===== config.mk =====
export PLATFORM = sky130hd
export DESIGN_NAME = checkpoint_deadline_watchdog_core_flat
export DESIGN_NICKNAME = d
export VERILOG_FILES = /design/src/hdl/cdw_pkg.sv /design/src/hdl/cdw_ifs.sv /design/src/hdl/cdw_cfg.sv /design/src/hdl/cdw_cell.sv /design/src/hdl/checkpoint_deadline_watchdog_core.sv /design/src/flat_wrapper.sv
export SDC_FILE = /design/constraint.sdc
export NUM_CORES = 1
export LEC_CHECK = 0
export BUFFER_PORTS_ARGS = -buffer_cell sky130_fd_sc_hd__buf_2
export CAP_MARGIN = 0
export CORE_MARGIN = 3
export CORE_UTILIZATION = 57
export CTS_BUF_LIST = sky130_fd_sc_hd__clkbuf_8
export DETAILED_ROUTE_END_ITERATION = 6
export PLACE_DENSITY_LB_ADDON = 0.1
export SLEW_MARGIN = 20
export SYNTH_ARGS = -nofsm -noshare
export SYNTH_HDL_FRONTEND = slang
export SYNTH_SLANG_ARGS = --single-unit

===== constraint.sdc =====
create_clock -name clk -period 2.2 [get_ports clk]
set_input_delay 0.11 -clock clk [delete_from_list [all_inputs] [get_ports clk]]
set_output_delay 0.11 -clock clk [all_outputs]
set_load 0.02 [all_outputs]

===== src/hdl/cdw_pkg.sv =====
`default_nettype none

package cdw_pkg;

    localparam int unsigned MASK_W     = 10;
    localparam int unsigned CP_IDX_W   = 4;
    localparam int unsigned DL_REG_W   = 60;
    localparam int unsigned PER_REG    = 5;
    localparam int unsigned CFG_IDX_W  = 2;

    localparam logic [MASK_W-1:0]   START_MASK_RST  = 10'd17;
    localparam logic [MASK_W-1:0]   END_MASK_RST    = 10'd136;
    localparam logic [DL_REG_W-1:0] DL_LOW_RST      = 60'd284289743423161330;
    localparam logic [DL_REG_W-1:0] DL_HIGH_RST     = 60'd4137060;

    typedef enum logic [CFG_IDX_W-1:0] {
        REG_START_MASK = 2'd0,
        REG_END_MASK   = 2'd1,
        REG_DL_LOW     = 2'd2,
        REG_DL_HIGH    = 2'd3
    } cfg_reg_t;

    typedef struct packed {
        logic tick;
        logic hit;
        logic start;
        logic stop;
    } cell_ctrl_t;

endpackage

`default_nettype wire


===== src/hdl/cdw_ifs.sv =====
`default_nettype none

interface cdw_item_if;
    logic                           valid;
    logic                           ready;
    logic                           func;
    logic [cdw_pkg::CP_IDX_W-1:0]   cp_index;

    modport source (output valid, output func, output cp_index, input ready);
    modport sink   (input valid, input func, input cp_index, output ready);
endinterface

interface cdw_result_if;
    logic                           valid;
    logic                           ready;
    logic [cdw_pkg::MASK_W-1:0]     expired_mask;
    logic                           any_expired;

    modport source (output valid, output expired_mask, output any_expired, input ready);
    modport sink   (input valid, input expired_mask, input any_expired, output ready);
endinterface

interface cdw_cfg_if;
    logic                           valid;
    logic                           ready;
    logic [cdw_pkg::CFG_IDX_W-1:0]  index;
    logic [cdw_pkg::DL_REG_W-1:0]   data;

    modport source (output valid, output index, output data, input ready);
    modport sink   (input valid, input index, input data, output ready);
endinterface

`default_nettype wire


===== src/hdl/cdw_cfg.sv =====
`default_nettype none

module cdw_cfg (
    input  wire logic                          clk,
    input  wire logic                          rst_n,
    cdw_cfg_if.sink                            cfg,
    output logic [cdw_pkg::MASK_W-1:0]         start_mask,
    output logic [cdw_pkg::MASK_W-1:0]         end_mask,
    output logic [cdw_pkg::DL_REG_W-1:0]       deadlines_low,
    output logic [cdw_pkg::DL_REG_W-1:0]       deadlines_high
);
    import cdw_pkg::*;

    logic [MASK_W-1:0]   start_reg;
    logic [MASK_W-1:0]   end_reg;
    logic [DL_REG_W-1:0] dl_low_reg;
    logic [DL_REG_W-1:0] dl_high_reg;

    assign cfg.ready = 1'b1;

    always_ff @(posedge clk or negedge rst_n)
    begin
        if (!rst_n)
        begin
            start_reg   <= START_MASK_RST;
            end_reg     <= END_MASK_RST;
            dl_low_reg  <= DL_LOW_RST;
            dl_high_reg <= DL_HIGH_RST;
        end
        else if (cfg.valid)
        begin
            unique case (cfg_reg_t'(cfg.index))
                REG_START_MASK: start_reg   <= cfg.data[MASK_W-1:0];
                REG_END_MASK:   end_reg     <= cfg.data[MASK_W-1:0];
                REG_DL_LOW:     dl_low_reg  <= cfg.data;
                REG_DL_HIGH:    dl_high_reg <= cfg.data;
            endcase
        end
    end

    assign start_mask     = start_reg;
    assign end_mask       = end_reg;
    assign deadlines_low  = dl_low_reg;
    assign deadlines_high = dl_high_reg;

endmodule

`default_nettype wire


===== src/hdl/cdw_cell.sv =====
`default_nettype none

module cdw_cell #(
    parameter int unsigned DEADLINE_WIDTH = 12
) (
    input  wire logic                       clk,
    input  wire logic                       rst_n,
    input  wire cdw_pkg::cell_ctrl_t        ctrl,
    input  wire logic [DEADLINE_WIDTH-1:0]  deadline,
    input  wire logic                       disarm_in,
    output logic                            disarm_out,
    output logic                            expired
);
    import cdw_pkg::*;

    logic                      armed_reg;
    logic                      armed_next;
    logic [DEADLINE_WIDTH-1:0] count_reg;
    logic [DEADLINE_WIDTH-1:0] count_next;
    logic                      load;
    logic                      decr;

    // end wins over start; a plain checkpoint both arms and releases its predecessor
    assign load       = ctrl.hit & ~ctrl.stop;
    assign disarm_out = ctrl.hit & (ctrl.stop | ~ctrl.start);
    assign decr       = ctrl.tick & armed_reg & (count_reg != '0);
    assign expired    = decr & (count_reg == DEADLINE_WIDTH'(1));

    always_comb
    begin
        armed_next = armed_reg;
        count_next = count_reg;
        priority if (load)
        begin
            armed_next = 1'b1;
            count_next = deadline;
        end
        else if (disarm_in)
        begin
            armed_next = 1'b0;
        end
        else if (decr)
        begin
            count_next = count_reg - DEADLINE_WIDTH'(1);
            if (expired)
            begin
                armed_next = 1'b0;
            end
        end
        else
        begin
            armed_next = armed_reg;
            count_next = count_reg;
        end
    end

    always_ff @(posedge clk or negedge rst_n)
    begin
        if (!rst_n)
        begin
            armed_reg <= 1'b0;
        end
        else
        begin
            armed_reg <= armed_next;
        end
    end

    always_ff @(posedge clk)
    begin
        count_reg <= count_next;
    end

endmodule

`default_nettype wire


===== src/hdl/checkpoint_deadline_watchdog_core.sv =====
`default_nettype none

// Channel   Role     Payload                          Transfer when
// item      sink     func, cp_index                   valid && ready
// result    source   expired_mask, any_expired        valid && ready
// cfg       sink     index, data                      valid (ready held high)
//
// One item per cycle while result is not stalled; each item yields one result, shown in the cycle after its transfer.
// All checkpoint cells update in parallel; a tick decrements every armed cell with a nonzero count.
// The result sits in one output register; item.ready stays high while it is
// empty or being taken, so a stall on result holds item after one entry.
// Reset clears all armed flags and the result valid flag and loads the register reset values.

module checkpoint_deadline_watchdog_core #(
    parameter int unsigned NUM_CHECKPOINTS = 10,
    parameter int unsigned DEADLINE_WIDTH  = 12
) (
    input  wire logic       clk,
    input  wire logic       rst_n,
    cdw_item_if.sink        item,
    cdw_result_if.source    result,
    cdw_cfg_if.sink         cfg
);
    import cdw_pkg::*;

    logic [MASK_W-1:0]          start_mask;
    logic [MASK_W-1:0]          end_mask;
    logic [DL_REG_W-1:0]        deadlines_low;
    logic [DL_REG_W-1:0]        deadlines_high;

    logic                       accept;
    logic                       tick;
    logic                       in_range;
    logic [NUM_CHECKPOINTS-1:0] disarm;
    logic [NUM_CHECKPOINTS-1:0] expired;

    logic                       out_valid_reg;
    logic                       out_valid_next;
    logic [MASK_W-1:0]          mask_reg;
    logic [MASK_W-1:0]          mask_next;
    logic                       any_reg;
    logic                       any_next;

    cdw_cfg u_cfg (
        .clk            (clk),
        .rst_n          (rst_n),
        .cfg            (cfg),
        .start_mask     (start_mask),
        .end_mask       (end_mask),
        .deadlines_low  (deadlines_low),
        .deadlines_high (deadlines_high)
    );

    assign item.ready = ~out_valid_reg | result.ready;
    assign accept     = item.valid & item.ready;
    assign tick       = accept & item.func;
    assign in_range   = item.cp_index < CP_IDX_W'(NUM_CHECKPOINTS);

    for (genvar i = 0; i < NUM_CHECKPOINTS; i++)
    begin : g_cell
        localparam int unsigned SLOT = i % PER_REG;
        localparam int unsigned LSB  = SLOT * DEADLINE_WIDTH;

        cell_ctrl_t                ctrl;
        logic [DEADLINE_WIDTH-1:0] deadline;
        logic                      neighbor;

        assign ctrl.tick  = tick;
        assign ctrl.hit   = accept & ~item.func & in_range
                            & (item.cp_index == CP_IDX_W'(i));
        assign ctrl.start = start_mask[i];
        assign ctrl.stop  = end_mask[i];

        if (i < PER_REG)
        begin : g_low
            assign deadline = deadlines_low[LSB +: DEADLINE_WIDTH];
        end
        else
        begin : g_high
            assign deadline = deadlines_high[LSB +: DEADLINE_WIDTH];
        end

        if (i == NUM_CHECKPOINTS - 1)
        begin : g_last
            assign neighbor = 1'b0;
        end
        else
        begin : g_mid
            assign neighbor = disarm[i+1];
        end

        cdw_cell #(
            .DEADLINE_WIDTH (DEADLINE_WIDTH)
        ) u_cell (
            .clk        (clk),
            .rst_n      (rst_n),
            .ctrl       (ctrl),
            .deadline   (deadline),
            .disarm_in  (neighbor),
            .disarm_out (disarm[i]),
            .expired    (expired[i])
        );
    end

    always_comb
    begin
        out_valid_next = out_valid_reg;
        mask_next      = mask_reg;
        any_next       = any_reg;
        if (result.ready)
        begin
            out_valid_next = 1'b0;
        end
        if (accept)
        begin
            out_valid_next = 1'b1;
            mask_next      = MASK_W'(expired);
            any_next       = |expired;
        end
    end

    always_ff @(posedge clk or negedge rst_n)
    begin
        if (!rst_n)
        begin
            out_valid_reg <= 1'b0;
        end
        else
        begin
            out_valid_reg <= out_valid_next;
        end
    end

    always_ff @(posedge clk)
    begin
        mask_reg <= mask_next;
        any_reg  <= any_next;
    end

    assign result.valid        = out_valid_reg;
    assign result.expired_mask = mask_reg;
    assign result.any_expired  = any_reg;

endmodule

`default_nettype wire


===== src/flat_wrapper.sv =====
// flat-port wrapper written by rule: the top's interface ports become plain ports
module checkpoint_deadline_watchdog_core_flat import cdw_pkg::*;
#(
    parameter int unsigned NUM_CHECKPOINTS = 10,
    parameter int unsigned DEADLINE_WIDTH  = 12
)
  (clk, rst_n, item_valid, item_func, item_cp_index, item_ready, result_valid, result_expired_mask, result_any_expired, result_ready, cfg_valid, cfg_index, cfg_data, cfg_ready);
  cdw_item_if item_i ();
  cdw_result_if result_i ();
  cdw_cfg_if cfg_i ();
  input  wire logic clk;
  input  wire logic rst_n;
  input wire logic [$bits(item_i.valid)-1:0] item_valid;
  input wire logic [$bits(item_i.func)-1:0] item_func;
  input wire logic [$bits(item_i.cp_index)-1:0] item_cp_index;
  output wire logic [$bits(item_i.ready)-1:0] item_ready;
  output wire logic [$bits(result_i.valid)-1:0] result_valid;
  output wire logic [$bits(result_i.expired_mask)-1:0] result_expired_mask;
  output wire logic [$bits(result_i.any_expired)-1:0] result_any_expired;
  input wire logic [$bits(result_i.ready)-1:0] result_ready;
  input wire logic [$bits(cfg_i.valid)-1:0] cfg_valid;
  input wire logic [$bits(cfg_i.index)-1:0] cfg_index;
  input wire logic [$bits(cfg_i.data)-1:0] cfg_data;
  output wire logic [$bits(cfg_i.ready)-1:0] cfg_ready;
  assign item_i.valid = item_valid;
  assign item_i.func = item_func;
  assign item_i.cp_index = item_cp_index;
  assign item_ready = item_i.ready;
  assign result_valid = result_i.valid;
  assign result_expired_mask = result_i.expired_mask;
  assign result_any_expired = result_i.any_expired;
  assign result_i.ready = result_ready;
  assign cfg_i.valid = cfg_valid;
  assign cfg_i.index = cfg_index;
  assign cfg_i.data = cfg_data;
  assign cfg_ready = cfg_i.ready;
  checkpoint_deadline_watchdog_core #(.NUM_CHECKPOINTS(NUM_CHECKPOINTS), .DEADLINE_WIDTH(DEADLINE_WIDTH)) u_core (.clk(clk), .rst_n(rst_n), .item(item_i), .result(result_i), .cfg(cfg_i));
endmodule

==> reports/results.ini, run 1 <==
[power]
irDropWorstVdd_mv = 0.509
p_leak_uw = 0.00613
total_power_uw = 12100
power_density_nw_per_um2 = 762

[synth]
synth_ff_type = edfxtp_1
synth_seq_cells = 281
async_flop_share_pct = 53.4
syn-cell-area_um2 = 13300
yosys.cell_types.count = 53
syn_nets = 1191
synth_area_per_cell_um2 = 12.1
synth_edf_count = 131
synth-seq-area-share_pct = 58.3
syn_inst = 1099
synth_warnings = 0

[floorplan]
core_um2 = 22800
ios = 86
die_w_um = 159
dieHeight_um = 159
rows = 55
fp.dieArea_um2 = 25100
start_util_pct = 58.2

[worst_setup_path]
worstSetupEndpointType = flop
crit_path_start_kind = flop
r2r_cells = 5
critPathKind = flop to flop
crit_required_ps = 2400
cp.arrival_ps = 2300
crit_fanout = 26

[global_route]
grt_pass1_vias = 8942
antenna_found_initial = 0
grt_use_total_pct = 22.9
grt_max_degree = 61
grt_pass1_wl_mm = 45.6
grt.overflow.total = 0

[timing]
min_period_ps = 2100
setup_viol = 0
rsz0062_at_grt = no
hold_ws_ps = 75.4
finClkSkew_ps = 23.2
finalMaxSlewViolations = 0
worstMarginPinSlew_ps = 745
hold_violations = 0
period_share_pct = 95.3
max_freq_mhz = 477
relSlewSlack_pct = 50.2

[detailed_routing]
routedWlPerCell_um = 17.4
routed_wirelength_mm = 28.6
drtPass1Iterations = 5
drc_errors = 0
viasPerCell = 5.47
drtIter0Drc = 612
ant_nets = 0
dr_total_vias = 8980

[cells_and_area]
multiInputGateArea_um2 = 5370
largest_reg_flops = 120
layout.area.seq_um2 = 7730
design_area_um2 = 15900
syn_to_final_growth_pct = 19.9
final_cell_mix = 139 x mux2_2, 131 x edfxtp_1, 125 x nor2_1, 113 x dfrtp_1, 83 x buf_2
drive_above_1_share_pct = 29.2
nFillCells = 1725
final_nets = 1385
antenna_cells = 0
layoutNonFillerInstCount = 1642
final_common_cell = mux2_2

[placed_design]
dp.cells = 1496
placed_cell_area_um2 = 14400
port_buffers = 84
globalplace.congestion = 0.793
hpwl_mm = 19.5

[clock_tree]
cts_sinks = 281
worstSkewPairLatency_ps = 550
root_buffer = clkbuf_8
post-cts-setup-buffers = 0
cts.clk_slew.worst_paths_ps = 60
cts_buffer_depth = 3
cts_buffers = 45
htree_num_levels = 2
cts_tree = yes

[run]
maxCapViolCount = 0

[min_path]
hold_path_class = input port to async pin

[run_status]
outcome = completed

cell usage after synthesis (all sizes together), types with 3 or more instances:
cell type,instances,area share (%)
mux2,139,12
edfxtp,131,30
nor2,125,3.5
dfrtp,113,21
a21oi,75,2.8
xnor2,68,4.5
nand2,54,1.5
o21ai,46,1.7
dfstp,37,7.3
nor3,34,1.3
nor4,33,2.1
inv,28,0.79
nand3,23,0.87
clkbuf,22,0.62
buf,21,0.72
xor2,21,1.4
ha,20,1.9
o31ai,13,0.74
nand2b,11,0.54
or4,11,0.65
a31oi,10,0.47
nor2b,10,0.47
nand3b,7,0.40
nand4,7,0.33
or3,6,0.28
nand4b,4,0.26
o41ai,4,0.26
and2,3,0.14
nor4b,3,0.20
o21bai,3,0.17
or4b,3,0.25
layout make-up:
cell class | count | area share (%)
multi-input combinational | 747 | 33.8
sequential | 281 | 48.6
clock buffer | 54 | 4.67
timing repair buffer | 190 | 9.07
inverter | 28 | 0.661
tap | 313 | 2.46
clock inverter | 29 | 0.716
kinds of logic after synthesis:
kind of cell | count (synthesis) | share of synthesized area, %
other | 1 | 0.0283
adder cells (fa/ha/maj) | 20 | 1.89
AO/OA/AOI/OAI | 155 | 6.44
XOR/XNOR | 89 | 5.88
flip-flops | 281 | 58.3
multiplexers | 140 | 11.9
AND/OR/NAND/NOR | 342 | 13.4
buffers and inverters | 71 | 2.13
per-stage QoR:
step	util (%)	worst slack, ps	setup TNS [ps]
after detailed placement	63.1	59.7	0
after global routing	69.8	9.90	0
final	69.8	104	0
after CTS	69.7	35.4	0
after global placement	63.1	30.9	0
after floorplan	-	-7.08	-85.0
metal layers:
metal  track usage [%]  share of wire [%]  wire length, um
met1              31.1                 45            12800
met2              38.0                 49            13900
met3              3.51                3.9             1120
met4              7.50                2.6              741
met5                 0                  0                0
worst paths after layout:
check	startpoint	endpoint	slack (ps)
max	u_core.result.valid	u_core.g_cell[6].u_cell.count_reg[4]	100
min	rst_n	u_core.u_cfg.deadlines_low[42]	80
max reg2reg	u_core.result.valid	u_core.g_cell[6].u_cell.count_reg[4]	100
min reg2reg	u_core.u_cfg.start_mask[1]	u_core.u_cfg.start_mask[1]	500
max in group asynchronous	rst_n	u_core.u_cfg.deadlines_low[49]	1390
min in group clk	item_cp_index[0]	u_core.g_cell[7].u_cell.armed_reg	80
power by group:
part	internal, uW	switching [uW]
sequential	6260	405
combinational	708	553
clock	2210	1980
repair_timing:
action,in CTS,in global routing
endpoints found under the setup margin,0,21
hold buffers,63,0
hold endpoints to repair,266,0
gates resized for setup,0,5
worst max-delay path, stage by stage (launching register included):
cell and delay, ps:
dfrtp_1 390, nand2b_2 190, nand4bb_2 200, or4b_1 610
buf_12 190, o21ai_4 170
Power figures use the tool's default switching activity.
==> inputs of run 2 (changes only) <==
--- a/config.mk
+++ b/config.mk
@@ -12,6 +12,7 @@
 export CTS_BUF_LIST = sky130_fd_sc_hd__clkbuf_8
 export DETAILED_ROUTE_END_ITERATION = 6
 export PLACE_DENSITY_LB_ADDON = 0.1
+export SETUP_SLACK_MARGIN = 0.2
 export SLEW_MARGIN = 20
 export SYNTH_ARGS = -nofsm -noshare
 export SYNTH_HDL_FRONTEND = slang
==> run 2 against run 1 <==
Against the previous run:
- combinational power is 4% higher
- sequential power hardly changed
- die area stayed put
- sequential share of layout area is 1.2 points lower
- register-to-register slack better by 60 ps
- clock-buffer cell count is 7 higher
- power is 2.8% higher
==> reports/results.ini, run 2 (synthesized netlist as in run 1, its figures left out) <==
[run_status]
outcome = completed

[clock_tree]
cts_sinks = 281
cts_tree = yes
root_buffer = clkbuf_8
worstSkewPairLatency_ps = 550
htree_num_levels = 2
cts_buffer_depth = 3
cts_buffers = 46
cts.clk_slew.worst_paths_ps = 70

[global_route]
grt_pass1_wl_mm = 46.7
antenna_found_initial = 1
grt_use_total_pct = 23.5
grt_pass1_vias = 9269
grt_max_degree = 55
grt.overflow.total = 0

[run]
maxCapViolCount = 0

[detailed_routing]
dr_total_vias = 9118
routedWlPerCell_um = 17.7
viasPerCell = 5.51
ant_nets = 0
drc_errors = 0
routed_wirelength_mm = 29.3
drtIter0Drc = 555
drtPass1Iterations = 5

[worst_setup_path]
cp.arrival_ps = 2320
crit_required_ps = 2490
critPathKind = flop to flop
crit_fanout = 4
worstSetupEndpointType = flop
crit_path_start_kind = flop

[cells_and_area]
syn_to_final_growth_pct = 22.9
final_cell_mix = 139 x mux2_2, 131 x edfxtp_1, 124 x nor2_1, 112 x dfrtp_1, 83 x buf_2
layoutNonFillerInstCount = 1656
nFillCells = 1639
largest_reg_flops = 120
drive_above_1_share_pct = 31.7
antenna_cells = 0
final_nets = 1397
multiInputGateArea_um2 = 5650
layout.area.seq_um2 = 7730
final_common_cell = mux2_2

[floorplan]
ios = 86
fp.dieArea_um2 = 25100
die_w_um = 159
core_um2 = 22800
rows = 55
start_util_pct = 58.2
dieHeight_um = 159

[power]
seqPwrFrac_pct = 53.4
clkPwrFrac_pct = 36.1
irDropWorstVdd_mv = 0.582
p_leak_uw = 0.00626
switching_power_uw = 3010
intPower_uw = 9450
power_density_nw_per_um2 = 764
swShare_pct = 24.1
total_power_uw = 12500
pwr-share-comb_pct = 10.5

[placed_design]
port_buffers = 84
dp.cells = 1488
dp_slack_ps = -105
hpwl_mm = 19.7
globalplace.congestion = 0.828

[timing]
worstMarginPinSlew_ps = 601
relSlewSlack_pct = 59.8
max_freq_mhz = 492
setup_viol = 0
setup_ws_ps = 168
hold_ws_ps = 44.9
min_period_ps = 2030
rsz0062_at_grt = yes
finalMaxSlewViolations = 0
period_share_pct = 92.4
finClkSkew_ps = 17.5
setup_tns_ps = 0
hold_violations = 0

[min_path]
hold_path_class = input port to flop

-- run 2: cell types whose count changed in the layout (fill, tap and decap cells not counted), sizes merged --
| cell | delta |
|---|---|
| buf | +6 |
| clkbuf | +7 |
| clkinv | -2 |
| clkinvlp | -1 |
| inv | -1 |
| o21ai | +5 |
-- run 2: path summary, 6_finish.rpt --
check,startpoint,end,slack [ps],cells past startpoint
max reg2reg,u_core.g_cell[5].u_cell.count_reg[0],u_core.result.any_expired,170,6
min,item_cp_index[0],u_core.g_cell[7].u_cell.armed_reg,40,3
min reg2reg,u_core.u_cfg.start_mask[6],u_core.u_cfg.start_mask[6],500,1
min in group asynchronous,rst_n,u_core.u_cfg.deadlines_high[39],100,2
max in group asynchronous,rst_n,u_core.u_cfg.deadlines_high[6],1370,3
max,u_core.g_cell[5].u_cell.count_reg[0],u_core.result.any_expired,170,6
-- run 2: timing repair --
| item | 4_1_cts | 5_1_grt |
|---|---|---|
| cloned | 4 | 1 |
| hold endpoints to repair | 262 | 0 |
| hold buffers | 63 | 0 |
| endpoints found under the setup margin | 99 | 189 |
| gates resized for setup | 18 | 27 |
| pin swaps | 2 | 9 |
| setup buffers | 0 | 14 |
-- run 2: per-layer routing --
layer | wire length, um | global-route usage, % | vias up | share of wire [%]
met5 | 13 | 0 | - | 0.044
met4 | 615 | 7.62 | 2 | 2.1
met3 | 1010 | 3.23 | 46 | 3.4
met2 | 14400 | 39.6 | 172 | 49
met1 | 13200 | 31.7 | 4476 | 45
li1 | - | - | 4422 | -
-- run 2: cell type report --
| type | count | share of cell area (%) |
|---|---|---|
| clock buffers | 61 | 5.15 |
| clock inverters | 25 | 0.583 |
| inverters | 28 | 0.645 |
| multi-input cells | 752 | 34.6 |
| flip-flops and latches | 281 | 47.4 |
| well taps | 313 | 2.40 |
| repair buffers | 196 | 9.13 |
-- run 2: worst max-delay path, cell delays in order (launching register included) --
cell	delay (ps)
edfxtp_1	440
ha_1	220
nor4b_2	170
nand4_1	150
nor3_2	100
or4_1	500
nand4bb_1	180
-- run 2: power by group through the flow --
stage / clock (uW) / combinational (uW) / sequential (uW)
2_1_floorplan: 0 / 827 / 6610
3_3_place_gp: 0 / 1150 / 6720
3_5_place_dp: 0 / 1180 / 6730
4_1_cts: 4610 / 1290 / 6640
5_1_grt: 4850 / 1440 / 6720
6_report: 4500 / 1310 / 6650
-- run 2: per-stage QoR --
| step | util (%) | area (um^2) |
|---|---|---|
| floorplan | - | 13400 |
| CTS | 70.4 | 16000 |
| global route | 71.6 | 16300 |
| global placement | 62.9 | 14300 |
| detailed placement | 62.9 | 14300 |
| finish | 71.6 | 16300 |
==> inputs of run 3 (changes only) <==
--- a/config.mk
+++ b/config.mk
@@ -11,7 +11,7 @@
 export CORE_UTILIZATION = 57
 export CTS_BUF_LIST = sky130_fd_sc_hd__clkbuf_8
 export DETAILED_ROUTE_END_ITERATION = 6
-export PLACE_DENSITY_LB_ADDON = 0.1
+export PLACE_DENSITY = 0.84
 export SETUP_SLACK_MARGIN = 0.2
 export SLEW_MARGIN = 20
 export SYNTH_ARGS = -nofsm -noshare
==> run 3 against run 2 <==
Against the previous run:
- first-iteration DRC count grew 49%
- routed wire length is 6.8% higher
- critical path depth increased by 2
- setup slack worse by 10 ps
- sequential power increased by 0.8%
- sequential share of layout area decreased by 0.36 points
- maximum frequency shrank 0.50%
- final area up 0.76%
- non-clock buffer count is 1 higher
- sequential cell count is the same
- global-route usage rose by 0.70 points
- critical path type unchanged
==> reports/results.ini, run 3 (synthesized netlist as in run 1, its figures left out) <==
[global_route]
antenna_found_initial = 1
grt_max_degree = 61
grt_pass1_vias = 9562
grt.overflow.total = 0
grt_pass1_wl_mm = 48.2
use_met3_pct = 4.65
grt_use_total_pct = 24.2
top_usage_layer = met2
grtUsageMet1_pct = 31.6
grtUsageMet2_pct = 40.3

[detailed_routing]
dr_total_vias = 9595
drtPass1Iterations = 5
routedWlPerCell_um = 18.9
ant_nets = 0
drc_errors = 0
routed_wirelength_mm = 31.3
viasPerCell = 5.79
drtIter0Drc = 829

[timing]
setup_viol = 0
relSlewSlack_pct = 56.9
worstMarginPinSlew_ps = 644
rsz0062_at_grt = yes
period_share_pct = 92.8
finClkSkew_ps = 22.6
max_freq_mhz = 490
hold_violations = 0
min_period_ps = 2040
finalMaxSlewViolations = 0
setup_tns_ps = 0

[worst_setup_path]
worstSetupEndpointType = flop
crit_fanout = 4
worstPathCellList = inv_2 -> ha_2 -> nor4b_4 -> nand4_1 -> nor3_1 -> buf_4 -> or4_4 -> nand4bb_1
critPathKind = flop to flop
crit_slowest_cell = or4_4
cpPeakStageDelay_ps = 500
crit_path_start_kind = flop
cp.arrival_ps = 2330
crit_required_ps = 2480
rrSetupSlack_ps = 160

[floorplan]
fp.dieArea_um2 = 25100
start_util_pct = 58.2
core_um2 = 22800
dieHeight_um = 159
die_w_um = 159
rows = 55
ios = 86

[cells_and_area]
final_common_cell = mux2_2
drive_above_1_share_pct = 32.9
final_cell_mix = 139 x mux2_2, 131 x edfxtp_1, 115 x nor2_1, 112 x dfrtp_1, 83 x buf_2
final_nets = 1397
largest_reg_flops = 120
syn_to_final_growth_pct = 23.8
final_core_util_pct = 72.1

[placed_design]
globalplace.congestion = 0.848
hpwl_mm = 19.5
port_buffers = 84

[clock_tree]
cts.clk_slew.worst_paths_ps = 70
cts_sinks = 281
cts_buffers = 46
cts_buffer_depth = 3
htree_num_levels = 2
cts_tree = yes
root_buffer = clkbuf_8
worstSkewPairLatency_ps = 560

[run]
maxCapViolCount = 0

[run_status]
outcome = completed

[min_path]
hold_path_class = input port to flop

[power]
p_leak_uw = 0.00626
irDropWorstVdd_mv = 0.550
power_density_nw_per_um2 = 771

## run 3: cell types whose count changed in the layout (fill, tap and decap cells not counted), sizes merged
cell         change
o21ai            -2
diode            +1
clkinv           +4
dlygate4sd3      +1
o22ai            +1
bufinv           +2
buf              -2
inv              -4
clkinvlp         +1
clkbuf           -2
## run 3: area by class of cell
cell class	instances	area (um^2)
diodes	1	2.50
clock buffers	57	785
clock inverters	28	168
fillers	1385	6350
inverters	28	105
multi-input cells	751	5700
flip-flops and latches	281	7730
well taps	313	392
repair buffers	197	1540
## run 3: layer usage
layer | share of wire [%] | wire (um)
met4 | 2.7 | 829
met2 | 50 | 15500
met3 | 6.4 | 2010
met1 | 41 | 12900
met5 | 0 | 0
## run 3: worst paths after layout
check / startpoint / endpoint / cells past startpoint
max: u_core.g_cell[5].u_cell.count_reg[0] / u_core.result.any_expired / 8
min: item_cp_index[1] / u_core.g_cell[3].u_cell.armed_reg / 3
max reg2reg: u_core.g_cell[5].u_cell.count_reg[0] / u_core.result.any_expired / 8
min reg2reg: u_core.u_cfg.deadlines_low[16] / u_core.u_cfg.deadlines_low[16] / 1
max in group asynchronous: rst_n / u_core.u_cfg.deadlines_low[4] / 3
min in group asynchronous: rst_n / u_core.u_cfg.deadlines_low[37] / 2
## run 3: metrics by stage
step           hold slack, ps  instances  cell area, um^2  total power, uW  worst slack (ps)
6_report                 74.4       1656            16400            12700               158
3_5_place_dp             94.0       1484            14300             7920              78.5
2_1_floorplan            -186       1099            13400             7440               161
5_1_grt                  72.1       1656            16400            13200              78.5
3_3_place_gp             95.7       1484            14300             7840               131
4_1_cts                  29.6       1643            16100            12700               129
## run 3: critical path: cells and delay by family, from the launching register on
family        cells  cell delay, ps
buf+inv           2             250
simple gates      5             870
flops             1             460
fa+ha+maj         1             210
## run 3: timing repair
action	4_1_cts	5_1_grt
buffers inserted	7	9
cloned	3	3
hold endpoints to repair	235	0
setup endpoints to repair	103	153
hold buffers	64	0
pin swaps	4	6
gates resized for setup	19	43
## run 3: power by group
group	leakage, uW	internal [uW]	switching [uW]
logic	0.00277	735	604
registers	0.00293	6260	438
clock network	0.000564	2570	2050
total	0.00626	9570	3090
